[src/tcsa_pkg.sv]
// Shared widths, register codes, reset values and types for the touch calibration core.
package tcsa_pkg;

   localparam int RAW_W      = 12;
   localparam int PIX_W      = 10;
   localparam int FLAG_W     = 3;
   localparam int CSR_ADDR_W = 3;
   localparam int CSR_DATA_W = 12;

   localparam int AVG_DEPTH  = 4;
   localparam int FILL_W     = $clog2(AVG_DEPTH + 1);
   localparam int SUM_W      = PIX_W + $clog2(AVG_DEPTH);

   localparam int PROD_W     = RAW_W + PIX_W;
   localparam int DIV_STEP   = 4;
   localparam int DIVIDEND_W = ((PROD_W + DIV_STEP - 1) / DIV_STEP) * DIV_STEP;
   localparam int DIVISOR_W  = RAW_W;
   localparam int DIV_PASSES = DIVIDEND_W / DIV_STEP;
   localparam int DIV_CNT_W  = $clog2(DIV_PASSES);

   localparam logic [PIX_W-1:0] PIX_MAX = '1;

   localparam logic [CSR_ADDR_W-1:0] CSR_RAW_X_MIN     = 3'd0;
   localparam logic [CSR_ADDR_W-1:0] CSR_RAW_X_MAX     = 3'd1;
   localparam logic [CSR_ADDR_W-1:0] CSR_RAW_Y_MIN     = 3'd2;
   localparam logic [CSR_ADDR_W-1:0] CSR_RAW_Y_MAX     = 3'd3;
   localparam logic [CSR_ADDR_W-1:0] CSR_SCREEN_WIDTH  = 3'd4;
   localparam logic [CSR_ADDR_W-1:0] CSR_SCREEN_HEIGHT = 3'd5;
   localparam logic [CSR_ADDR_W-1:0] CSR_ORIENT_FLAGS  = 3'd6;

   localparam int FLAG_SWAP  = 0;
   localparam int FLAG_INV_X = 1;
   localparam int FLAG_INV_Y = 2;

   localparam logic [RAW_W-1:0]  RST_RAW_X_MIN     = 12'd400;
   localparam logic [RAW_W-1:0]  RST_RAW_X_MAX     = 12'd3750;
   localparam logic [RAW_W-1:0]  RST_RAW_Y_MIN     = 12'd255;
   localparam logic [RAW_W-1:0]  RST_RAW_Y_MAX     = 12'd3900;
   localparam logic [PIX_W-1:0]  RST_SCREEN_WIDTH  = 10'd128;
   localparam logic [PIX_W-1:0]  RST_SCREEN_HEIGHT = 10'd160;
   localparam logic [FLAG_W-1:0] RST_ORIENT_FLAGS  = 3'd0;

   typedef enum logic [2:0] {
      LANE_IDLE,
      LANE_MUL,
      LANE_SCALE,
      LANE_SUM,
      LANE_AVG,
      LANE_DONE
   } lane_state_type;

   typedef struct packed {
      logic             start;
      logic [RAW_W-1:0] raw;
      logic [RAW_W-1:0] lo;
      logic [RAW_W-1:0] hi;
      logic [PIX_W-1:0] res;
      logic             invert;
   } lane_cmd_type;

   typedef struct packed {
      logic             idle;
      logic             valid;
      logic [PIX_W-1:0] pix;
   } lane_status_type;

endpackage

[src/tcsa_req_if.sv]
// Request channel: one raw touch sample pair.
interface tcsa_req_if import tcsa_pkg::*; ();
   logic             valid;
   logic             ready;
   logic [RAW_W-1:0] raw_x;
   logic [RAW_W-1:0] raw_y;

   modport source (output valid, output raw_x, output raw_y, input ready);
   modport sink   (input valid, input raw_x, input raw_y, output ready);
endinterface

[src/tcsa_rsp_if.sv]
// Response channel: one averaged pixel coordinate pair.
interface tcsa_rsp_if import tcsa_pkg::*; ();
   logic             valid;
   logic             ready;
   logic [PIX_W-1:0] pixel_x;
   logic [PIX_W-1:0] pixel_y;

   modport source (output valid, output pixel_x, output pixel_y, input ready);
   modport sink   (input valid, input pixel_x, input pixel_y, output ready);
endinterface

[src/tcsa_csr_if.sv]
// Configuration write channel: register index and write data.
interface tcsa_csr_if import tcsa_pkg::*; ();
   logic                  valid;
   logic                  ready;
   logic [CSR_ADDR_W-1:0] addr;
   logic [CSR_DATA_W-1:0] data;

   modport source (output valid, output addr, output data, input ready);
   modport sink   (input valid, input addr, input data, output ready);
endinterface

[src/touch_coordinate_scale_average_core.sv]
// Top level of the touch calibration and moving average core.
//
//   channel   dir   fields                      handshake
//   req_if    in    raw_x[11:0] raw_y[11:0]     valid/ready
//   rsp_if    out   pixel_x[9:0] pixel_y[9:0]   valid/ready
//   csr_if    in    addr[2:0] data[11:0]        valid/ready, ready tied high
//
// A request runs from accept to a valid response through a multiply step, a first pass of
// the per-lane divider (6 steps at 4 quotient bits plus done) for the scale, a sum step, a
// second divider pass for the average and a handoff to the output register, which waits
// while that register is still full and not yet taken. X and y lanes run in parallel.
// Next request is accepted once both lanes have handed results to the output
// register, even while that register still waits on rsp_if.ready.
// Synchronous reset restores register defaults and clears history and fill count.
module touch_coordinate_scale_average_core import tcsa_pkg::*; (
   input  logic       clock,
   input  logic       reset,
   tcsa_req_if.sink   req_if,
   tcsa_rsp_if.source rsp_if,
   tcsa_csr_if.sink   csr_if
);

   logic [RAW_W-1:0]  raw_x_min_ff, raw_x_min_in;
   logic [RAW_W-1:0]  raw_x_max_ff, raw_x_max_in;
   logic [RAW_W-1:0]  raw_y_min_ff, raw_y_min_in;
   logic [RAW_W-1:0]  raw_y_max_ff, raw_y_max_in;
   logic [PIX_W-1:0]  screen_width_ff, screen_width_in;
   logic [PIX_W-1:0]  screen_height_ff, screen_height_in;
   logic [FLAG_W-1:0] orient_flags_ff, orient_flags_in;
   logic [FILL_W-1:0] fill_ff, fill_in;

   logic              accept;
   logic              take;
   lane_cmd_type      cmd_x, cmd_y;
   lane_status_type   status_x, status_y;

   assign csr_if.ready = 1'b1;
   assign req_if.ready = status_x.idle && status_y.idle;
   assign accept       = req_if.valid && req_if.ready;

   always_comb begin
      raw_x_min_in     = raw_x_min_ff;
      raw_x_max_in     = raw_x_max_ff;
      raw_y_min_in     = raw_y_min_ff;
      raw_y_max_in     = raw_y_max_ff;
      screen_width_in  = screen_width_ff;
      screen_height_in = screen_height_ff;
      orient_flags_in  = orient_flags_ff;
      if (csr_if.valid) begin
         case (csr_if.addr)
            CSR_RAW_X_MIN:     raw_x_min_in     = csr_if.data[RAW_W-1:0];
            CSR_RAW_X_MAX:     raw_x_max_in     = csr_if.data[RAW_W-1:0];
            CSR_RAW_Y_MIN:     raw_y_min_in     = csr_if.data[RAW_W-1:0];
            CSR_RAW_Y_MAX:     raw_y_max_in     = csr_if.data[RAW_W-1:0];
            CSR_SCREEN_WIDTH:  screen_width_in  = csr_if.data[PIX_W-1:0];
            CSR_SCREEN_HEIGHT: screen_height_in = csr_if.data[PIX_W-1:0];
            CSR_ORIENT_FLAGS:  orient_flags_in  = csr_if.data[FLAG_W-1:0];
            default: begin
            end
         endcase
      end
   end

   always_comb begin
      fill_in = fill_ff;
      if (accept && fill_ff != FILL_W'(AVG_DEPTH)) fill_in = fill_ff + 1'b1;
   end

   always_comb begin
      cmd_x.start  = accept;
      cmd_x.raw    = orient_flags_ff[FLAG_SWAP] ? req_if.raw_y : req_if.raw_x;
      cmd_x.lo     = raw_x_min_ff;
      cmd_x.hi     = raw_x_max_ff;
      cmd_x.res    = screen_width_ff;
      cmd_x.invert = orient_flags_ff[FLAG_INV_X];
      cmd_y.start  = accept;
      cmd_y.raw    = orient_flags_ff[FLAG_SWAP] ? req_if.raw_x : req_if.raw_y;
      cmd_y.lo     = raw_y_min_ff;
      cmd_y.hi     = raw_y_max_ff;
      cmd_y.res    = screen_height_ff;
      cmd_y.invert = orient_flags_ff[FLAG_INV_Y];
   end

   always_ff @(posedge clock) begin
      if (reset) begin
         raw_x_min_ff     <= RST_RAW_X_MIN;
         raw_x_max_ff     <= RST_RAW_X_MAX;
         raw_y_min_ff     <= RST_RAW_Y_MIN;
         raw_y_max_ff     <= RST_RAW_Y_MAX;
         screen_width_ff  <= RST_SCREEN_WIDTH;
         screen_height_ff <= RST_SCREEN_HEIGHT;
         orient_flags_ff  <= RST_ORIENT_FLAGS;
         fill_ff          <= '0;
      end else begin
         raw_x_min_ff     <= raw_x_min_in;
         raw_x_max_ff     <= raw_x_max_in;
         raw_y_min_ff     <= raw_y_min_in;
         raw_y_max_ff     <= raw_y_max_in;
         screen_width_ff  <= screen_width_in;
         screen_height_ff <= screen_height_in;
         orient_flags_ff  <= orient_flags_in;
         fill_ff          <= fill_in;
      end
   end

   tcsa_lane u_lane_x (
      .clock      (clock),
      .reset      (reset),
      .cmd        (cmd_x),
      .fill_count (fill_ff),
      .take       (take),
      .status     (status_x)
   );

   tcsa_lane u_lane_y (
      .clock      (clock),
      .reset      (reset),
      .cmd        (cmd_y),
      .fill_count (fill_ff),
      .take       (take),
      .status     (status_y)
   );

   tcsa_merge u_merge (
      .clock    (clock),
      .reset    (reset),
      .status_x (status_x),
      .status_y (status_y),
      .take     (take),
      .rsp_if   (rsp_if)
   );

endmodule

[src/tcsa_div.sv]
// Iterative restoring divider, several quotient bits per cycle.
module tcsa_div import tcsa_pkg::*; (
   input  logic                  clock,
   input  logic                  reset,
   input  logic                  start,
   input  logic [DIVIDEND_W-1:0] dividend,
   input  logic [DIVISOR_W-1:0]  divisor,
   output logic                  done,
   output logic [DIVIDEND_W-1:0] quotient
);

   localparam logic [DIV_CNT_W-1:0] CNT_LAST = DIV_CNT_W'(DIV_PASSES - 1);

   logic                  busy_ff, busy_in;
   logic                  done_ff, done_in;
   logic [DIV_CNT_W-1:0]  cnt_ff, cnt_in;
   logic [DIVISOR_W:0]    rem_ff, rem_in;
   logic [DIVIDEND_W-1:0] quo_ff, quo_in;
   logic [DIVISOR_W-1:0]  divisor_ff, divisor_in;
   logic [DIVISOR_W:0]    rem_step;
   logic [DIVIDEND_W-1:0] quo_step;

   always_comb begin
      rem_step = rem_ff;
      quo_step = quo_ff;
      for (int i = 0; i < DIV_STEP; i++) begin
         rem_step = {rem_step[DIVISOR_W-1:0], quo_step[DIVIDEND_W-1]};
         quo_step = {quo_step[DIVIDEND_W-2:0], 1'b0};
         if (rem_step >= {1'b0, divisor_ff}) begin
            rem_step    = rem_step - {1'b0, divisor_ff};
            quo_step[0] = 1'b1;
         end
      end
   end

   always_comb begin
      busy_in    = busy_ff;
      done_in    = 1'b0;
      cnt_in     = cnt_ff;
      rem_in     = rem_ff;
      quo_in     = quo_ff;
      divisor_in = divisor_ff;
      if (start) begin
         busy_in    = 1'b1;
         cnt_in     = '0;
         rem_in     = '0;
         quo_in     = dividend;
         divisor_in = divisor;
      end else if (busy_ff) begin
         rem_in = rem_step;
         quo_in = quo_step;
         cnt_in = cnt_ff + 1'b1;
         if (cnt_ff == CNT_LAST) begin
            busy_in = 1'b0;
            done_in = 1'b1;
         end
      end
   end

   always_ff @(posedge clock) begin
      if (reset) begin
         busy_ff <= 1'b0;
         done_ff <= 1'b0;
         cnt_ff  <= '0;
      end else begin
         busy_ff <= busy_in;
         done_ff <= done_in;
         cnt_ff  <= cnt_in;
      end
      rem_ff     <= rem_in;
      quo_ff     <= quo_in;
      divisor_ff <= divisor_in;
   end

   assign done     = done_ff;
   assign quotient = quo_ff;

endmodule

[src/tcsa_lane.sv]
// One axis lane: offset, scale, clamp, invert, history and running average.
module tcsa_lane import tcsa_pkg::*; (
   input  logic            clock,
   input  logic            reset,
   input  lane_cmd_type    cmd,
   input  logic [FILL_W-1:0] fill_count,
   input  logic            take,
   output lane_status_type status
);

   localparam int SUM_X_W = SUM_W + 1;

   lane_state_type        state_ff, state_in;
   logic [RAW_W-1:0]      off_ff, off_in;
   logic [RAW_W-1:0]      span_ff, span_in;
   logic                  span_ok_ff, span_ok_in;
   logic [PIX_W-1:0]      res_ff, res_in;
   logic                  invert_ff, invert_in;
   logic [PIX_W-1:0]      hist_ff [AVG_DEPTH];
   logic [PIX_W-1:0]      hist_in [AVG_DEPTH];
   logic [SUM_W-1:0]      sum_ff, sum_in;
   logic [PIX_W-1:0]      pix_ff, pix_in;

   logic                  div_start;
   logic [DIVIDEND_W-1:0] div_dividend;
   logic [DIVISOR_W-1:0]  div_divisor;
   logic                  div_done;
   logic [DIVIDEND_W-1:0] div_quotient;

   logic [PROD_W-1:0]     prod;
   logic [PIX_W-1:0]      sat;
   logic [PIX_W-1:0]      scaled;
   logic [PIX_W-1:0]      cal;
   logic [SUM_X_W-1:0]    sum_wide;

   tcsa_div u_div (
      .clock    (clock),
      .reset    (reset),
      .start    (div_start),
      .dividend (div_dividend),
      .divisor  (div_divisor),
      .done     (div_done),
      .quotient (div_quotient)
   );

   assign prod     = PROD_W'(off_ff) * PROD_W'(res_ff);
   assign sat      = (|div_quotient[DIVIDEND_W-1:PIX_W]) ? PIX_MAX : div_quotient[PIX_W-1:0];
   assign scaled   = span_ok_ff ? sat : '0;
   assign cal      = !invert_ff ? scaled : ((res_ff > scaled) ? res_ff - scaled : '0);
   assign sum_wide = SUM_X_W'(sum_ff) + SUM_X_W'(cal) - SUM_X_W'(hist_ff[AVG_DEPTH-1]);

   always_comb begin
      state_in = state_ff;
      case (state_ff)
         LANE_IDLE: begin
            if (cmd.start) state_in = LANE_MUL;
         end
         LANE_MUL: begin
            state_in = LANE_SCALE;
         end
         LANE_SCALE: begin
            if (div_done) state_in = LANE_SUM;
         end
         LANE_SUM: begin
            state_in = LANE_AVG;
         end
         LANE_AVG: begin
            if (div_done) state_in = LANE_DONE;
         end
         LANE_DONE: begin
            if (take) state_in = LANE_IDLE;
         end
         default: begin
            state_in = LANE_IDLE;
         end
      endcase
   end

   always_comb begin
      div_start    = 1'b0;
      div_dividend = DIVIDEND_W'(sum_ff);
      div_divisor  = DIVISOR_W'(fill_count);
      case (state_ff)
         LANE_MUL: begin
            div_start    = 1'b1;
            div_dividend = DIVIDEND_W'(prod);
            div_divisor  = span_ff;
         end
         LANE_SUM: begin
            div_start = 1'b1;
         end
         default: begin
         end
      endcase
      status.idle  = (state_ff == LANE_IDLE);
      status.valid = (state_ff == LANE_DONE);
      status.pix   = pix_ff;
   end

   always_comb begin
      off_in     = off_ff;
      span_in    = span_ff;
      span_ok_in = span_ok_ff;
      res_in     = res_ff;
      invert_in  = invert_ff;
      hist_in    = hist_ff;
      sum_in     = sum_ff;
      pix_in     = pix_ff;
      if (state_ff == LANE_IDLE && cmd.start) begin
         off_in     = (cmd.raw > cmd.lo) ? cmd.raw - cmd.lo : '0;
         span_in    = cmd.hi - cmd.lo;
         span_ok_in = (cmd.hi > cmd.lo);
         res_in     = cmd.res;
         invert_in  = cmd.invert;
      end
      if (state_ff == LANE_SCALE && div_done) begin
         for (int i = AVG_DEPTH - 1; i > 0; i--) begin
            hist_in[i] = hist_ff[i-1];
         end
         hist_in[0] = cal;
         sum_in     = sum_wide[SUM_W-1:0];
      end
      if (state_ff == LANE_AVG && div_done) begin
         pix_in = div_quotient[PIX_W-1:0];
      end
   end

   always_ff @(posedge clock) begin
      if (reset) begin
         state_ff <= LANE_IDLE;
         sum_ff   <= '0;
         for (int i = 0; i < AVG_DEPTH; i++) begin
            hist_ff[i] <= '0;
         end
      end else begin
         state_ff <= state_in;
         sum_ff   <= sum_in;
         hist_ff  <= hist_in;
      end
      off_ff     <= off_in;
      span_ff    <= span_in;
      span_ok_ff <= span_ok_in;
      res_ff     <= res_in;
      invert_ff  <= invert_in;
      pix_ff     <= pix_in;
   end

endmodule

[src/tcsa_merge.sv]
// Merge stage: join both lane results into the response register.
module tcsa_merge import tcsa_pkg::*; (
   input  logic            clock,
   input  logic            reset,
   input  lane_status_type status_x,
   input  lane_status_type status_y,
   output logic            take,
   tcsa_rsp_if.source      rsp_if
);

   logic             rsp_valid_ff, rsp_valid_in;
   logic [PIX_W-1:0] pix_x_ff, pix_x_in;
   logic [PIX_W-1:0] pix_y_ff, pix_y_in;

   assign take = status_x.valid && status_y.valid && (!rsp_valid_ff || rsp_if.ready);

   always_comb begin
      rsp_valid_in = rsp_valid_ff;
      pix_x_in     = pix_x_ff;
      pix_y_in     = pix_y_ff;
      if (rsp_valid_ff && rsp_if.ready) rsp_valid_in = 1'b0;
      if (take) begin
         rsp_valid_in = 1'b1;
         pix_x_in     = status_x.pix;
         pix_y_in     = status_y.pix;
      end
   end

   always_ff @(posedge clock) begin
      if (reset) begin
         rsp_valid_ff <= 1'b0;
      end else begin
         rsp_valid_ff <= rsp_valid_in;
      end
      pix_x_ff <= pix_x_in;
      pix_y_ff <= pix_y_in;
   end

   assign rsp_if.valid   = rsp_valid_ff;
   assign rsp_if.pixel_x = pix_x_ff;
   assign rsp_if.pixel_y = pix_y_ff;

endmodule

[src/flat_wrapper.sv]
// flat-port wrapper written by rule: the top's interface ports become plain ports
module touch_coordinate_scale_average_core_flat import tcsa_pkg::*;
  (clock, reset, req_if_valid, req_if_raw_x, req_if_raw_y, req_if_ready, rsp_if_valid, rsp_if_pixel_x, rsp_if_pixel_y, rsp_if_ready, csr_if_valid, csr_if_addr, csr_if_data, csr_if_ready);
  tcsa_req_if req_if_i ();
  tcsa_rsp_if rsp_if_i ();
  tcsa_csr_if csr_if_i ();
  input  logic clock;
  input  logic reset;
  input wire logic [$bits(req_if_i.valid)-1:0] req_if_valid;
  input wire logic [$bits(req_if_i.raw_x)-1:0] req_if_raw_x;
  input wire logic [$bits(req_if_i.raw_y)-1:0] req_if_raw_y;
  output wire logic [$bits(req_if_i.ready)-1:0] req_if_ready;
  output wire logic [$bits(rsp_if_i.valid)-1:0] rsp_if_valid;
  output wire logic [$bits(rsp_if_i.pixel_x)-1:0] rsp_if_pixel_x;
  output wire logic [$bits(rsp_if_i.pixel_y)-1:0] rsp_if_pixel_y;
  input wire logic [$bits(rsp_if_i.ready)-1:0] rsp_if_ready;
  input wire logic [$bits(csr_if_i.valid)-1:0] csr_if_valid;
  input wire logic [$bits(csr_if_i.addr)-1:0] csr_if_addr;
  input wire logic [$bits(csr_if_i.data)-1:0] csr_if_data;
  output wire logic [$bits(csr_if_i.ready)-1:0] csr_if_ready;
  assign req_if_i.valid = req_if_valid;
  assign req_if_i.raw_x = req_if_raw_x;
  assign req_if_i.raw_y = req_if_raw_y;
  assign req_if_ready = req_if_i.ready;
  assign rsp_if_valid = rsp_if_i.valid;
  assign rsp_if_pixel_x = rsp_if_i.pixel_x;
  assign rsp_if_pixel_y = rsp_if_i.pixel_y;
  assign rsp_if_i.ready = rsp_if_ready;
  assign csr_if_i.valid = csr_if_valid;
  assign csr_if_i.addr = csr_if_addr;
  assign csr_if_i.data = csr_if_data;
  assign csr_if_ready = csr_if_i.ready;
  touch_coordinate_scale_average_core u_core (.clock(clock), .reset(reset), .req_if(req_if_i), .rsp_if(rsp_if_i), .csr_if(csr_if_i));
endmodule
[config.mk]
export PLATFORM = sky130hd
export DESIGN_NAME = touch_coordinate_scale_average_core_flat
export DESIGN_NICKNAME = d
export VERILOG_FILES = /design/src/tcsa_pkg.sv /design/src/tcsa_req_if.sv /design/src/tcsa_rsp_if.sv /design/src/tcsa_csr_if.sv /design/src/touch_coordinate_scale_average_core.sv /design/src/tcsa_div.sv /design/src/tcsa_lane.sv /design/src/tcsa_merge.sv /design/src/flat_wrapper.sv
export SDC_FILE = /design/constraint.sdc
export NUM_CORES = 2
export LEC_CHECK = 0
export BUFFER_PORTS_ARGS = -buffer_cell sky130_fd_sc_hd__buf_4
export CAP_MARGIN = 20
export CORE_MARGIN = 3
export CORE_UTILIZATION = 50
export DETAILED_ROUTE_END_ITERATION = 10
export GPL_TIMING_DRIVEN = 0
export PLACE_DENSITY = 0.66
export SLEW_MARGIN = 20
export SYNTH_ARGS = -nofsm -noshare
export SYNTH_HDL_FRONTEND = slang
export SYNTH_SLANG_ARGS = --single-unit
[constraint.sdc]
create_clock -name clock -period 27.5 [get_ports clock]
set_input_delay 1.375 -clock clock [delete_from_list [all_inputs] [get_ports clock]]
set_output_delay 1.375 -clock clock [all_outputs]
set_load 0.02 [all_outputs]
==> run summary <==
P&R area growth vs syn - 9.71%
Clk Latency, worst-skew pair - 0.59 ns
Worst-Margin Slew - 1.03 ns
maximum clock insertion buffer count - 3
M1 GR Usage - 35.9%
vias in the first global route - 23900
ant diodes - 0
die area - 67200 um^2
cts hold-fix bufs - 0
crit path capture type - flop
routed vias/inst - 5.48
post-DP HPWL - 65600 um
largest family of logic cells by synthesized area - adder cells
Distinct cells, synth - 93
synthesized area - 32100 um^2
filler instances - 5880
proportion of layout cells with a drive suffix above 1 - 5.67%
Synth Area in Compound Gates - 13.8%
Post-synth top cells - nand2_1 (538), inv_1 (386), ha_1 (308)
Reg clk slew, reported paths - 0.06 ns
post-synthesis net count - 4145
GRT met2 Usage - 38.3%
cells after synthesis - 3603
Synth Flop Type - dfxtp_1
Pre-antenna DRT Iters - 5
xor/xnor share of the synthesized area - 4.15%
Initial Utilization - 50.7%
Final setup violation count - 0
CP most frequent cell - ha_1
Clock Root Buffer - clkbuf_16
vias post-DR - 25200
global route hottest layer - met2
total routing usage reported by global routing - 24.5%
met3 Resource Use GR - 3.62%
status - completed
mux share of post-synthesis cell area - 3.40%
wire length of the first global-routing pass - 131000 um
DIE HEIGHT - 259 um
Crit path largest cell delay - 0.51 ns
final net count - 4261
Worst Path Arrival - 12.14 ns
FMAX - 85.8 MHz
final slew viol count - 0
num rows - 92
Placed Area - 33700 um^2
min cycle time layout - 11.65 ns
Top delay family on crit path - compound AO/OA/AOI/OAI gates
Final Util - 55.6%
post-DR wirelength/cell - 18.0 um
violation count after the first detailed-routing iteration - 1819
setup TNS - 0 ns
post-synthesis register bit count - 403
total wire length - 82700 um
Die W - 259 um
most common cell in the netlist - nand2_1
CP max FO - 10
Final GP Congestion - 0.918
Core Footprint - 63300 um^2
worst path bufs/invs - 7
crit share post-route - 42.4%
final hold violation count - 0
Post-synth EDFFs - 184
Async S/R FF share, synth - 0%
Synth warnings - 0
post-CTS setup buffer count - 0
Design Area, Final - 35200 um^2
CTS sink cnt - 403
sequential element share of the synthesized area - 30.9%
Req. time, crit path - 27.99 ns
Startpoint Class - flop
Synth area leaders - edfxtp_1 (17%), dfxtp_1 (14%), ha_1 (12%), fa_1 (12%), nand2_1 (6.3%)
final clock skew - 0.0343 ns
Max transition margin - 31.1%
Critical Path Slowest Stage Cell - or4b_1
Hold/Removal Path Class - reg -> reg
CTS tree - done
antenna-violating nets left - 0
crit path kind - reg -> reg
simple-gate portion of the synthesized area - 17.4%
Num CTS Buffers - 45
grt ovf - 0
post-CTS resize count - 0
drt drc - 0
share of Yosys cell area claimed by the top area cell type - 17.2%
post-synth top area cell - edfxtp_1
# IOs - 67
adder-cell area share of the yosys netlist - 23.9%
Port Buffers - 64
Syn Area/Cell - 8.90 um^2
RSZ-0062 raised after global routing - false
initial antenna violation count - 3
largest net degree at the start of global routing - 35
htree depth - 2
max cap viols - 0
## sequential cells by signal (all words and copies together) (netlist names), 12 cells and up
register,count
u_core.u_lane_y.hist_ff,40
u_core.u_lane_x.u_div.divisor_ff,12
u_core.u_lane_y.off_ff,12
u_core.u_lane_y.u_div.divisor_ff,12
u_core.raw_y_min_ff,12
u_core.u_lane_x.u_div.rem_ff,12
u_core.u_lane_y.u_div.rem_ff,12
u_core.u_lane_x.u_div.quotient,24
u_core.u_lane_x.hist_ff,40
u_core.u_lane_y.sum_ff,12
u_core.u_lane_x.sum_ff,12
u_core.u_lane_x.off_ff,12
u_core.u_lane_x.span_ff,12
u_core.raw_y_max_ff,12
u_core.raw_x_max_ff,12
u_core.raw_x_min_ff,12
u_core.u_lane_y.u_div.quotient,24
u_core.u_lane_y.span_ff,12
## logic make-up (layout without fill, tap and decap cells)
family | after synthesis | in the layout
AOI/OAI and AO/OA | 709 | 709
xor gates and xnor gates | 152 | 152
adders and majority gates | 498 | 498
buffers and inverters | 541 | 694
DFF | 403 | 403
muxes | 103 | 103
other | 1 | 1
and+or+nand+nor | 1196 | 1196
## per-stage QoR
stage	instances	setup slack [ns]	hold WS (ns)
floorplan	3603	17.70	0.400
global placement	4513	16.14	0.403
detailed placement	4517	16.01	0.407
CTS	4601	15.93	0.419
global route	4602	15.05	0.424
finish	4602	15.85	0.417
## cell type report
type	count	area [um^2]	area share, %
well taps	846	1060	3.01
clock buffers	63	1300	3.68
flip-flops and latches	403	9910	28.2
multi-input cells	2659	20100	57.2
inverters	386	1450	4.12
repair buffers	69	541	1.54
plain buffers	155	608	1.73
clock inverters	21	200	0.569
## layer usage
layer  up-vias  share of wire [%]  routed length [um]
met3        90                6.0                4940
met4         2                1.8                1480
li1      12500                  -                   -
met2       626                 44               36600
met5         -             0.0097                   8
met1     12000                 48               39600
## placed cells by master, fill, tap and decap left out, drive strengths merged, types with 25 or more instances in the layout
cell type	n
nand2	539
inv	388
ha	308
a21oi	270
nor2	224
dfxtp	219
clkbuf	204
fa	190
edfxtp	184
o21ai	162
and2	128
xnor2	104
buf	83
mux2i	56
nor3	55
nor2b	49
xor2	48
mux2	47
a211oi	44
a21o	41
nand2b	36
nand4	34
nand3	30
a21boi	25
## worst reg2reg max path: cells and delay by family, from the launching register on
kind,cells,cell delay (ns)
buffers and inverters,7,1.59
muxes,3,1.23
AOI/OAI and AO/OA,22,5.32
adders and majority gates,4,1.11
DFF,1,0.50
and+or+nand+nor,8,1.84
## path summary, 6_finish.rpt
| check | start | to | slack [ns] | cells after the start |
|---|---|---|---|---|
| worst max-delay path | u_core.u_lane_y.u_div.divisor_ff[1]$_DFFE_PN_ | u_core.u_lane_y.u_div.rem_ff[2]$_SDFFE_PN0P_ | 15.85 | 44 |
| worst min-delay path | u_core.u_lane_y.pix_ff[3]$_DFFE_PP_ | u_core.u_merge.rsp_if.pixel_y[3]$_DFFE_PP_ | 0.42 | 0 |
| worst max register to register | u_core.u_lane_y.u_div.divisor_ff[1]$_DFFE_PN_ | u_core.u_lane_y.u_div.rem_ff[2]$_SDFFE_PN0P_ | 15.85 | 44 |
| worst min register to register | u_core.u_lane_y.pix_ff[3]$_DFFE_PP_ | u_core.u_merge.rsp_if.pixel_y[3]$_DFFE_PP_ | 0.42 | 0 |
Power is left out: the tool's default activity adds up to more than one toggle a clock period on the data nets, which glitch-free logic cannot reach.
